## src/rtl/hpt_pkg.sv

```systemverilog
package hpt_pkg;

  localparam int FRAC_BITS_DEF = 16;
  localparam int WORD_BITS_DEF = 32;
  localparam int FIELD_W       = 32;
  // three full products plus the translation term, before scaling back
  localparam int SUM_W         = 67;
  localparam int CMD_DEPTH     = 2;

  localparam logic [1:0] OP_LOAD  = 2'd0;
  localparam logic [1:0] OP_POINT = 2'd1;
  localparam logic [1:0] OP_DIR   = 2'd2;

  typedef enum logic [1:0] {
    KIND_LOAD,
    KIND_POINT,
    KIND_DIR
  } kind_e;

  typedef struct packed {
    logic [1:0]                opcode;
    logic [1:0]                entry_row;
    logic [1:0]                entry_col;
    logic signed [FIELD_W-1:0] entry_value;
    logic signed [FIELD_W-1:0] vec_x;
    logic signed [FIELD_W-1:0] vec_y;
    logic signed [FIELD_W-1:0] vec_z;
  } in_word_t;

  typedef struct packed {
    logic signed [FIELD_W-1:0] out_x;
    logic signed [FIELD_W-1:0] out_y;
    logic signed [FIELD_W-1:0] out_z;
    logic                      w_zero_error;
    logic                      saturated;
  } out_word_t;

  typedef struct packed {
    kind_e                     kind;
    logic [3:0]                addr;
    logic signed [FIELD_W-1:0] val;
    logic signed [FIELD_W-1:0] vx;
    logic signed [FIELD_W-1:0] vy;
    logic signed [FIELD_W-1:0] vz;
  } cmd_t;

endpackage

```

## src/rtl/hpt_cmd_fifo.sv

```systemverilog
module hpt_cmd_fifo (
  input  logic          clk_i,
  input  logic          rst_ni,
  input  logic          push_i,
  input  hpt_pkg::cmd_t wdata_i,
  output logic          full_o,
  input  logic          pop_i,
  output logic          empty_o,
  output hpt_pkg::cmd_t rdata_o
);

  localparam int PW = $clog2(hpt_pkg::CMD_DEPTH);
  localparam int CW = $clog2(hpt_pkg::CMD_DEPTH + 1);

  hpt_pkg::cmd_t   mem_q [hpt_pkg::CMD_DEPTH];
  logic [PW-1:0]   wr_q, rd_q;
  logic [CW-1:0]   cnt_q;
  logic            do_push, do_pop;

  assign full_o  = (cnt_q == CW'(hpt_pkg::CMD_DEPTH));
  assign empty_o = (cnt_q == '0);
  assign do_push = push_i && !full_o;
  assign do_pop  = pop_i && !empty_o;
  assign rdata_o = mem_q[rd_q];

  always_ff @(posedge clk_i or negedge rst_ni) begin
    if (!rst_ni) begin
      wr_q  <= '0;
      rd_q  <= '0;
      cnt_q <= '0;
    end else begin
      if (do_push) wr_q <= wr_q + PW'(1);
      if (do_pop)  rd_q <= rd_q + PW'(1);
      if (do_push && !do_pop) begin
        cnt_q <= cnt_q + CW'(1);
      end else if (do_pop && !do_push) begin
        cnt_q <= cnt_q - CW'(1);
      end
    end
  end

  always_ff @(posedge clk_i) begin
    if (do_push) begin
      mem_q[wr_q] <= wdata_i;
    end
  end

endmodule

```

## config.mk

```make
export PLATFORM = sky130hd
export DESIGN_NAME = hpt_cmd_fifo
export DESIGN_NICKNAME = d
export VERILOG_FILES = /design/src/rtl/hpt_pkg.sv /design/src/rtl/hpt_cmd_fifo.sv
export SDC_FILE = /design/constraint.sdc
export NUM_CORES = 1
export LEC_CHECK = 0
export BUFFER_PORTS_ARGS = -buffer_cell sky130_fd_sc_hd__buf_4
export CAP_MARGIN = 20
export CORE_MARGIN = 4
export CORE_UTILIZATION = 54
export CTS_BUF_LIST = sky130_fd_sc_hd__clkbuf_4
export CTS_CLUSTER_DIAMETER = 150
export DETAILED_ROUTE_END_ITERATION = 6
export GPL_TIMING_DRIVEN = 0
export PLACE_DENSITY = 0.82
export SYNTH_ARGS = -nofsm -noshare
export SYNTH_HDL_FRONTEND = slang
export SYNTH_SLANG_ARGS = --single-unit
```

## constraint.sdc

```tcl
create_clock -name clk_i -period 8.1 [get_ports clk_i]
set_clock_uncertainty 0.1 [all_clocks]
set_input_delay 2.43 -clock clk_i [delete_from_list [all_inputs] [get_ports clk_i]]
set_output_delay 2.43 -clock clk_i [all_outputs]
set_load 0.01 [all_outputs]
```

## Yosys cells after proc, flatten, opt, wreduce, memory -nomap -nowiden

Memories as Yosys holds them, arrays and structs flattened.
Index checks and enable logic that the tools add are counted.

- Output and inout bits: 136
- Word-level logic and storage cells: 23
- RAM bits: 268
- Bits in registers: 4
- Memories: 1
- Bits of input ports: 138

- Reductions and logical operators: 10
- Add/subtract/negate cells: 4
- Muxes and demuxes: 4
- Equality and inequality tests: 1

Memories:

| name | words | width | rd ports | clocked after Yosys merged registers in | wr ports | line | RTL |
|---|---|---|---|---|---|---|---|
| mem_q | 2 | 134 | 1 | 0 | 1 | hpt_cmd_fifo.sv:15 | `hpt_pkg::cmd_t mem_q [hpt_pkg::CMD_DEPTH];` |

Operators by type and width:

| kind | count |
|---|---|
| 1-bit logical AND | 4 |
| 1-bit logical NOT | 4 |
| 2-bit two-way mux | 2 |
| 1-bit adder, second input constant | 2 |
| 2-bit by 1-bit adder with 2-bit output, second input constant | 1 |
| 2-bit == test, second input constant | 1 |
| 2-bit logical NOT | 1 |
| 1-bit two-way mux | 2 |
| 2-bit nonzero test | 1 |
| 2-bit by 1-bit subtractor with 2-bit output, second input constant | 1 |

## Depth between registers and ports, before layout

- Depth after elaboration: 7
- Mapped depth: 7
- Mapped depth without buffers: 7

## Worst setup path before layout

No wires, ideal clock.

- Path kind: input to register
- From: input port push_i
- To: memory mem_q[0][0] (netlist name), enable pin
- Setup time: 629 ps
- Buffers on the path: 0
- Cell stages on the path: 2
- Data required time: 7371 ps
- Slack: -714 ps
- Data arrival time: 8085 ps
- Path through: nand2_1 nor2_1

- Cells in the longest elaborated chain, start to end: 3

Ends and longest elaborated chain:

| element | line | RTL |
|---|---|---|
| from (decl) | hpt_cmd_fifo.sv:4 | `input logic push_i,` |
| 1-bit logical AND | hpt_cmd_fifo.sv:22 | `assign do_push = push_i && !full_o;` |
| 1-bit two-way mux | hpt_cmd_fifo.sv:43 | `if (do_push) begin` |
| 1-bit two-way mux (implied by the code) | hpt_cmd_fifo.sv:44 | `mem_q[wr_q] <= wdata_i;` |
| to (decl) | hpt_cmd_fifo.sv:15 |  |

No other way between the ends.

==> reports/qor.txt <==
Worst R2R End - mem_q[0][111]
r2r setup slk - 5.72 ns
final period utilization - 0.554
largest cells by area after synthesis - edfxtp_1, mux2_2, mux2_4
top cell type's share of synthesized area - 0.800
final hold vios - 0
largest net degree at the start of global routing - 54
max cap viols - 0
critical path class - reg2out
Post-DP HPWL - 14.5 mm
die area - 20900 sq um
CP startpoint - rd_q
CP required - 5.57 ns
Comb power frac - 0.349
design area - 13400 sq um
# Post-CTS Setup Buffers - 0
global-route wire length before repair - 30.9 mm
clock sinks - 272
sequential share of the synthesized area - 0.810
Sw Pwr - 1.39 mW
# setup viols final - 0
# IOs - 274
hold path start - cnt_q[0]
# rows - 49
synthesized instance count - 436
Final ANT Viol Nets - 0
Core Box Area - 18100 sq um
relative max-transition margin - 0.542
Port Buffer Count - 273
Hold EP - cnt_q[0]
CP endpoint kind - output port
Data arrival, critical path - 1.96 ns
Synth Area per Inst - 23.1 sq um
GR Util All Layers - 0.197
Crit Path Max Fanout - 10
post-route non-filler standard cell count - 1062
DR iter-0 viols - 223
Layout Nets - 925
Via density - 5.08
yosys warns - 0
Total Wirelength - 21.0 mm
Num CTS Buffers - 69
hold_buf cts - 0
status - complete, no violations
worst slew pin tran - 0.685 ns
Inst Count DP - 944
Die H - 144 um
worst r2r path cells - 5
share of cells above drive strength 1 - 0.650
Leakage Power - 5.32 nW
GRT overflow - 0
Peak VDD IR - 0.256 mV
vias in the first global route - 5996
Sw Ratio - 0.286
clock period minus worst slack - 4.49 ns
clock insertion delay at the later pin of the skew report - 0.62 ns
worst reg2reg path startpoint - cnt_q[0]
clk buf depth - 3
area grow syn2layout - 33.6%
Reg power frac - 0.412
count of different cell masters after synthesis - 15
Hold Path Cell Cnt - 1
Slew Viols, Final - 0
HP Class - reg2reg
CTS tree - built
first-pass iteration count of the detailed router - 4
post_cts resized - 0
initial antenna violation count - 1
biggest area consumer among synthesized cells - edfxtp_1
Avg WL per Cell - 19.8 um
Chip Width - 144 um
unrepaired setup endpoints after global routing - no
residual DRC count - 0
clock root cell - clkbuf_4
synthesized area - 10100 sq um
Power Density - 361 nW/um^2
Yosys reg bits - 272
clock group share of total power - 0.239
gpl congestion - 0.771
Power Internal - 3.47 mW
Core Util, Final - 0.741
Pwr Total - 4.86 mW
clock slew at reported path FFs - 0.06 ns
routed vias - 5399
Initial Util - 0.554
placed instance area - 12600 sq um
H-tree levels - 3
Fmax - 223 MHz
Mapped Nets - 575
startpoint types - register
power groups by stage:
stage | Clock, mW | Combinational [mW] | Sequential, mW
4_1_cts | 1.20 | 1.73 | 2.00
3_3_place_gp | 0 | 1.61 | 2.08
5_1_grt | 1.28 | 1.81 | 2.02
6_report | 1.16 | 1.70 | 2.00
3_5_place_dp | 0 | 1.71 | 2.03
2_1_floorplan | 0 | 0.939 | 2.05
worst max-delay path by stage:
stage | slack (ns) | to | cells past startpoint
after floorplan | 1.55 | mem_q[0][0] | 2
after global placement | -0.11 | mem_q[0][98] | 3
after detailed placement | 3.87 | mem_q[0][54] | 5
after CTS | 3.52 | rdata_o[61] | 5
after global routing | 3.46 | rdata_o[61] | 5
final | 3.61 | rdata_o[59] | 5
cell usage after synthesis:
cell,n
and3_1,1
buf_2,8
buf_6,7
dfrtp_1,4
edfxtp_1,268
ha_1,1
inv_1,2
mux2_2,84
mux2_4,50
nand2_1,1
nand2b_1,1
nor2_1,3
o21ai_0,1
xnor2_1,3
xor2_1,2
layout by cell type (no fill, tap or decap):
| cell type | Yosys | layout |
|---|---|---|
| dfrtp_1 | 4 | 4 |
| nand2_1 | 1 | 1 |
| xor2_1 | 2 | 2 |
| diode_2 | 0 | 1 |
| nor2_1 | 3 | 2 |
| and3_4 | 0 | 1 |
| clkinv_1 | 0 | 6 |
| nand2b_1 | 1 | 1 |
| o21ai_0 | 1 | 1 |
| mux2_4 | 50 | 50 |
| buf_6 | 7 | 7 |
| nor2_4 | 0 | 1 |
| buf_4 | 0 | 273 |
| mux2_2 | 84 | 84 |
| inv_2 | 0 | 2 |
| buf_12 | 0 | 3 |
| ha_1 | 1 | 1 |
| buf_16 | 0 | 3 |
| clkbuf_4 | 0 | 105 |
| bufinv_16 | 0 | 2 |
| clkinv_2 | 0 | 2 |
| xnor2_1 | 3 | 3 |
| inv_1 | 2 | 2 |
| edfxtp_1 | 268 | 268 |
| buf_2 | 8 | 8 |
layer usage:
metal  global-route usage  vias up  routed length, um
li1                     -     2480                  -
met1                0.209     2646               7440
met2                0.343      236              11000
met3               0.0903       37               2150
met4               0.0766        0                446
met5                    0        -                  0
critical path, stage by stage (launching register included):
cell	delay (ns)
dfrtp_1	0.34
buf_6	0.14
buf_6	0.18
buf_6	0.20
mux2_4	0.32
buf_4	0.14
cells by family (layout without fill, tap and decap cells):
logic type,after synthesis,after routing,share of synthesized area
flip-flops,272,272,0.810
multiplexers,134,134,0.169
buffers and inverters,17,413,0.0126
AND/OR/NAND/NOR,6,6,0.00274
XOR/XNOR,5,5,0.00435
adder cells (fa/ha/maj),1,1,0.00124
AO/OA/AOI/OAI,1,1,0.000497
other,0,1,0
metrics by stage:
stage,TNS (ns),hold WS [ns],setup slack (ns)
2_1_floorplan,0,0.379,1.55
3_3_place_gp,-14.40,0.394,-0.113
3_5_place_dp,0,0.453,3.87
4_1_cts,0,0.466,3.52
5_1_grt,0,0.482,3.46
6_report,0,0.474,3.61
layout make-up:
class	count	area [sq um]
inverter	2	7.51
buffer	15	119
fill	1095	4710
clock inverter	12	100
timing repair buffer	279	2190
antenna	1	2.50
clock buffer	105	788
tap	229	287
multi-input combinational	147	1800
sequential	272	8150
state kept, by name (all words and copies together), names as in the netlist:
register  cells
mem_q       268
wr_q          1
rd_q          1
cnt_q         2
Note: power is estimated with default switching activity, not from simulation.
