File: src/rtl/hpt_pkg.sv
package hpt_pkg;

  localparam int FRAC_BITS_DEF = 16;
  localparam int WORD_BITS_DEF = 32;
  localparam int FIELD_W       = 32;
  // three full products plus the translation term, before scaling back
  localparam int SUM_W         = 67;
  localparam int CMD_DEPTH     = 2;

  localparam logic [1:0] OP_LOAD  = 2'd0;
  localparam logic [1:0] OP_POINT = 2'd1;
  localparam logic [1:0] OP_DIR   = 2'd2;

  typedef enum logic [1:0] {
    KIND_LOAD,
    KIND_POINT,
    KIND_DIR
  } kind_e;

  typedef struct packed {
    logic [1:0]                opcode;
    logic [1:0]                entry_row;
    logic [1:0]                entry_col;
    logic signed [FIELD_W-1:0] entry_value;
    logic signed [FIELD_W-1:0] vec_x;
    logic signed [FIELD_W-1:0] vec_y;
    logic signed [FIELD_W-1:0] vec_z;
  } in_word_t;

  typedef struct packed {
    logic signed [FIELD_W-1:0] out_x;
    logic signed [FIELD_W-1:0] out_y;
    logic signed [FIELD_W-1:0] out_z;
    logic                      w_zero_error;
    logic                      saturated;
  } out_word_t;

  typedef struct packed {
    kind_e                     kind;
    logic [3:0]                addr;
    logic signed [FIELD_W-1:0] val;
    logic signed [FIELD_W-1:0] vx;
    logic signed [FIELD_W-1:0] vy;
    logic signed [FIELD_W-1:0] vz;
  } cmd_t;

endpackage

File: src/rtl/hpt_front.sv
module hpt_front #(
  parameter int WORD_BITS = hpt_pkg::WORD_BITS_DEF
) (
  input  logic             clk_i,
  input  logic             rst_ni,
  input  logic             push,
  output logic             full,
  input  hpt_pkg::in_word_t in_data_i,
  output logic             cmd_push_o,
  input  logic             cmd_full_i,
  output hpt_pkg::cmd_t    cmd_o
);

  localparam int VAL_BITS = (WORD_BITS < hpt_pkg::FIELD_W) ? WORD_BITS : hpt_pkg::FIELD_W;
  localparam int SH       = hpt_pkg::FIELD_W - VAL_BITS;

  logic          valid_q, valid_d;
  hpt_pkg::cmd_t cmd_q, cmd_d;
  logic          keep;
  logic          accept;

  function automatic logic signed [hpt_pkg::FIELD_W-1:0] sext_val(
    input logic signed [hpt_pkg::FIELD_W-1:0] x
  );
    logic signed [hpt_pkg::FIELD_W-1:0] t;
    t = x <<< SH;
    return t >>> SH;
  endfunction

  assign full       = valid_q && cmd_full_i;
  assign accept     = push && !full;
  assign cmd_push_o = valid_q && !cmd_full_i;
  assign cmd_o      = cmd_q;

  always_comb begin
    cmd_d.addr = {in_data_i.entry_row, in_data_i.entry_col};
    cmd_d.val  = sext_val(in_data_i.entry_value);
    cmd_d.vx   = sext_val(in_data_i.vec_x);
    cmd_d.vy   = sext_val(in_data_i.vec_y);
    cmd_d.vz   = sext_val(in_data_i.vec_z);
    keep       = 1'b1;
    case (in_data_i.opcode)
      hpt_pkg::OP_LOAD:  cmd_d.kind = hpt_pkg::KIND_LOAD;
      hpt_pkg::OP_POINT: cmd_d.kind = hpt_pkg::KIND_POINT;
      hpt_pkg::OP_DIR:   cmd_d.kind = hpt_pkg::KIND_DIR;
      default: begin
        // unused opcode: dropped here
        cmd_d.kind = hpt_pkg::KIND_LOAD;
        keep       = 1'b0;
      end
    endcase
  end

  assign valid_d = (accept && keep) || (valid_q && cmd_full_i);

  always_ff @(posedge clk_i or negedge rst_ni) begin
    if (!rst_ni) begin
      valid_q <= 1'b0;
    end else begin
      valid_q <= valid_d;
    end
  end

  always_ff @(posedge clk_i) begin
    if (accept) begin
      cmd_q <= cmd_d;
    end
  end

endmodule

File: config.mk
export PLATFORM = sky130hd
export DESIGN_NAME = hpt_front
export DESIGN_NICKNAME = d
export VERILOG_FILES = /design/src/rtl/hpt_pkg.sv /design/src/rtl/hpt_front.sv
export SDC_FILE = /design/constraint.sdc
export NUM_CORES = 1
export LEC_CHECK = 0
export BUFFER_PORTS_ARGS = -buffer_cell sky130_fd_sc_hd__buf_4
export CAP_MARGIN = 5
export CORE_MARGIN = 3
export CORE_UTILIZATION = 41
export CTS_CLUSTER_DIAMETER = 100
export DETAILED_ROUTE_END_ITERATION = 12
export MAX_ROUTING_LAYER = met4
export PLACE_DENSITY = 0.79
export SLEW_MARGIN = 10
export SYNTH_ARGS = -nofsm -noshare
export SYNTH_HDL_FRONTEND = slang
export SYNTH_SLANG_ARGS = --single-unit
File: constraint.sdc
create_clock -name clk_i -period 9.2 [get_ports clk_i]
set_clock_uncertainty 0.05 [all_clocks]
set_input_delay 1.84 -clock clk_i [delete_from_list [all_inputs] [get_ports clk_i]]
set_output_delay 1.84 -clock clk_i [all_outputs]
set_load 0.02 [all_outputs]
Word level (Yosys, flattened, before mapping)

Index checks and enable logic that the tools add are counted.

Flip-flop bits (word level): 135
Bits of input ports: 138
Output and inout port bits: 136
Word-level logic and storage cells: 20

Equality and inequality tests: 2
Mux-type cells: 2
Reduce and logical (&&, ||, !) cells: 9

Operators with widths:

| cell                 | count |
|---|---|
| $logic_and A1 B1 Y1  | 4 |
| $pmux W2 S2          | 1 |
| $reduce_or A3 Y1     | 1 |
| $eq A2 B1 Y1 const B | 1 |
| $eq A2 B2 Y1 const B | 1 |
| $logic_not A1 Y1     | 2 |
| $logic_not A2 Y1     | 1 |
| $logic_or A1 B1 Y1   | 1 |
| $mux W1              | 1 |

Logic depth before layout (Yosys ltp)

Depth in word-level cells: 5
Mapped depth: 2
Gate-level depth less buffers: 2

Least setup slack after synthesis

No wires, ideal clock.

Path type: input port to flip-flop
Start: input port cmd_full_i
End: register cmd_q (netlist bit cmd_o[0]) (enable)
Setup time: 645 ps
Data arrival time: 7947 ps
Required time: 8505 ps
Setup slack: 557 ps
Cell stages on the path: 2
Path buffers: 0
Cell sequence: and2_4 nor2b_1

Cells in the longest elaborated chain, start to end: 3

RTL lines:

| element              | line            | RTL |
|---|---|---|
| start, declared      | hpt_front.sv:10 | `input logic cmd_full_i,` |
| $logic_and A1 B1 Y1  | hpt_front.sv:30 | `assign full = valid_q && cmd_full_i;` |
| $logic_not A1 Y1     | hpt_front.sv:31 | `assign accept = push && !full;` |
| $logic_and A1 B1 Y1  | hpt_front.sv:31 |  |
| net accept           | hpt_front.sv:20 | `logic accept;` |
| end signal, assigned | hpt_front.sv:66 | `cmd_q <= cmd_d;` |
| end, declared        | hpt_front.sv:18 | `hpt_pkg::cmd_t cmd_q, cmd_d;` |

The timed path passes the listed nets, and every way through them passes these cells.
A chain may end at the register's enable or synchronous reset.

Worst setup path after layout

Start: input port cmd_full_i
End: output port full

Cells in the longest elaborated chain, start to end: 1

RTL lines:

| element             | line            | RTL |
|---|---|---|
| $logic_and A1 B1 Y1 | hpt_front.sv:30 |  |
| end, declared       | hpt_front.sv:7  | `output logic full,` |

Every way passes these cells.

==> results.yml <==
power:
  p_clk_share_pct: 44.8
  p_sw_share_pct: 20.41
  finalPower_mw: 1.628
  power_frac_seq_pct: 45.1
  p_switching_mw: 0.3323
  combPwrFrac_pct: 10.1
  p_leak_nw: 2.961
  power.density_nw_per_um2: 233.5
  vdd_drop_max_uv: 154.5
  p_int_mw: 1.295
sta:
  rsz0062_at_grt: "no"
  finalCritPeriodShare_pct: 44.99
  slew_headroom_pct: 41.43
  finalMaxSlewViolations: 0
  worstMarginPinSlew_ps: 878.6
  final_hold_viol_count: 0
  setup_tns_ps: 0
  fin_crit_ps: 4139
  fin_hold_ws_ps: 592.6
  fmax_mhz: 241.6
  setup_slack_ps: 5061
  setup_viol: 0
worst_setup_path:
  cpMostUsedCell: "buf_4"
  rr_startpoint: "valid_q"
  cp_cell_sequence: "buf_4, and2_4, buf_4"
  regToRegSetupSlack_ps: 7380
  crit_required_ps: 7310
  end_kind: "output port"
  start_kind: "input pin"
  ff2ff_path_depth: 3
  cpLargestDelayFamily: "buffers and inverters"
  crit_type: "input pin to output port"
  arrival_ps: 2250
  timing.rr.end: "cmd_o[84]"
  critPathSlowestCell: "buf_4"
  cpPeakStageDelay_ps: 150
  critPathBufInv: 2
  cp_max_fo: 3
  critical_path_depth: 3
finish:
  final_util_pct: 73.69
  diodes: 0
  syn_to_final_growth_pct: 70.26
  layout-drive-gt1-share_pct: 68.46
  final_cell_area_um2: 6970
  layout.nets: 574
  fin_cells: 576
  fill_cells: 607
logic_synthesis:
  ys_seq_area_share_pct: 98.90
  syn_area_um2: 4094
  syn_inst: 142
  synth_top_area_cell: "edfxtp_1"
  ys_seq_elements: 135
  yosysTopAreaCellShare_pct: 98.29
  syn-num-nets: 280
  postSynthAreaPerCell_um2: 28.83
  yosys_warnings: 0
  synth.area.top_cells: "edfxtp_1 98%, dfrtp_1 0.61%, nor2b_1 0.61%"
  synth_cell_types: 6
grt:
  grt_util_met2_pct: 35.61
  antenna_found_initial: 0
  grt_usage_pct: 19.90
  grt_pass1_vias: 2871
  grt.overflow.total: 0
  use_met3_pct: 7.650
  met1_usage_pct: 19.40
  grt_pass1_wl_um: 15890
  grt_max_degree: 71
  grt_busiest_layer: "met2"
cts:
  cts-buffers-inserted: 17
  clk_path_buf_depth: 2
  cts.sinks: 135
  clkLatencyLatePin_ps: 480
  cts-resized-gates: 0
  cts_tree: "yes"
  cts.reportedPaths.clkPinSlew_ps: 60
  cts-root-buf: "clkbuf_8"
  cts_setup_buffers: 0
  hold_buffers: 0
  htree_levels: 4
placement:
  globalplace.congestion: 0.7138
  port_buffers: 273
  place_inst: 546
  placed_area_um2: 6327
  place_ws_ps: 5061
drt:
  dr.pass1.iters: 4
  antenna_left: 0
  post_drt_wl_per_cell_um: 19.15
  drt_iter0_markers: 141
  drc: 0
  vias: 2533
  viasPerCell: 4.398
  routed_wirelength_um: 11030
die:
  std_cell_rows: 35
  die_y_um: 105.9
  ios: 274
  fp.dieW_um: 105.9
  core_area_um2: 9459
  fp.dieArea_um2: 11220
  initial_utilization_pct: 43.28
worst_hold_path:
  whs_path_depth: 2
  whs_endpoint: "valid_q"
  hold_start: "valid_q"
  hp-class: "flop to flop"
flow_run:
  maxCapViolations: 0
outcome:
  outcome: "finished clean"
==> layout make-up <==
type / count / area (um^2) / area share, %
flip-flops and latches: 135 / 4049 / 58.09
clock buffers: 18 / 417.9 / 5.995
clock inverters: 12 / 225.2 / 3.231
repair buffers: 275 / 2064 / 29.62
multi-input cells: 7 / 52.55 / 0.7539
well taps: 129 / 161.4 / 2.316
==> sequential cells by signal (all words and copies together), names as in the netlist <==
name,flops
cmd_o,134
valid_q,1
==> layout by cell type (no fill, tap or decap) <==
cell type	count
clkbuf_16	16
a21o_1	1
clkinv_4	2
dfrtp_1	1
bufinv_16	6
buf_4	275
and2_4	1
clkinv_2	2
clkbuf_8	1
nand2_1	1
clkbuf_1	1
nor2b_4	1
edfxtp_1	134
nor2b_1	3
inv_6	2
==> worst max-delay path by stage <==
| stage | start | endpoint | slack [ps] |
|---|---|---|---|
| finish | cmd_full_i | full | 5060 |
| CTS | cmd_full_i | full | 5060 |
| floorplan | cmd_full_i | cmd_o[0] | 560 |
| detailed placement | cmd_full_i | full | 5060 |
| global placement | cmd_full_i | full | 5060 |
| global route | cmd_full_i | full | 5050 |
==> cells in the mapped netlist, drive strengths merged <==
library cell	count
edfxtp	134
nor2b	4
a21o	1
and2	1
dfrtp	1
nand2	1
==> layer usage <==
layer  vias to the layer above  part of all wire (%)
met4                         0                   1.6
met3                        14                   9.2
met1                      1182                    33
met5                         -                     0
li1                       1164                     -
met2                       173                    56
==> kinds of logic after synthesis <==
group	after synthesis	synth area share, %
compound gates	1	0.1834
flops	135	98.90
simple gates	6	0.9167
==> power groups by stage <==
stage	Sequential (mW)	Clock, mW	Combinational, mW
global placement	0.744	0	0.162
detailed placement	0.746	0	0.166
CTS	0.734	0.741	0.167
finish	0.734	0.729	0.164
floorplan	0.798	0	0.0142
global route	0.737	0.769	0.173
==> tightest hold or removal path: cells and delay by family, from the launching register on <==
family / cells / cell delay [ps]
AOI/OAI and AO/OA: 1 / 90
DFF: 1 / 350
and+or+nand+nor: 1 / 170
Note: power is estimated with default switching activity, not from simulation.
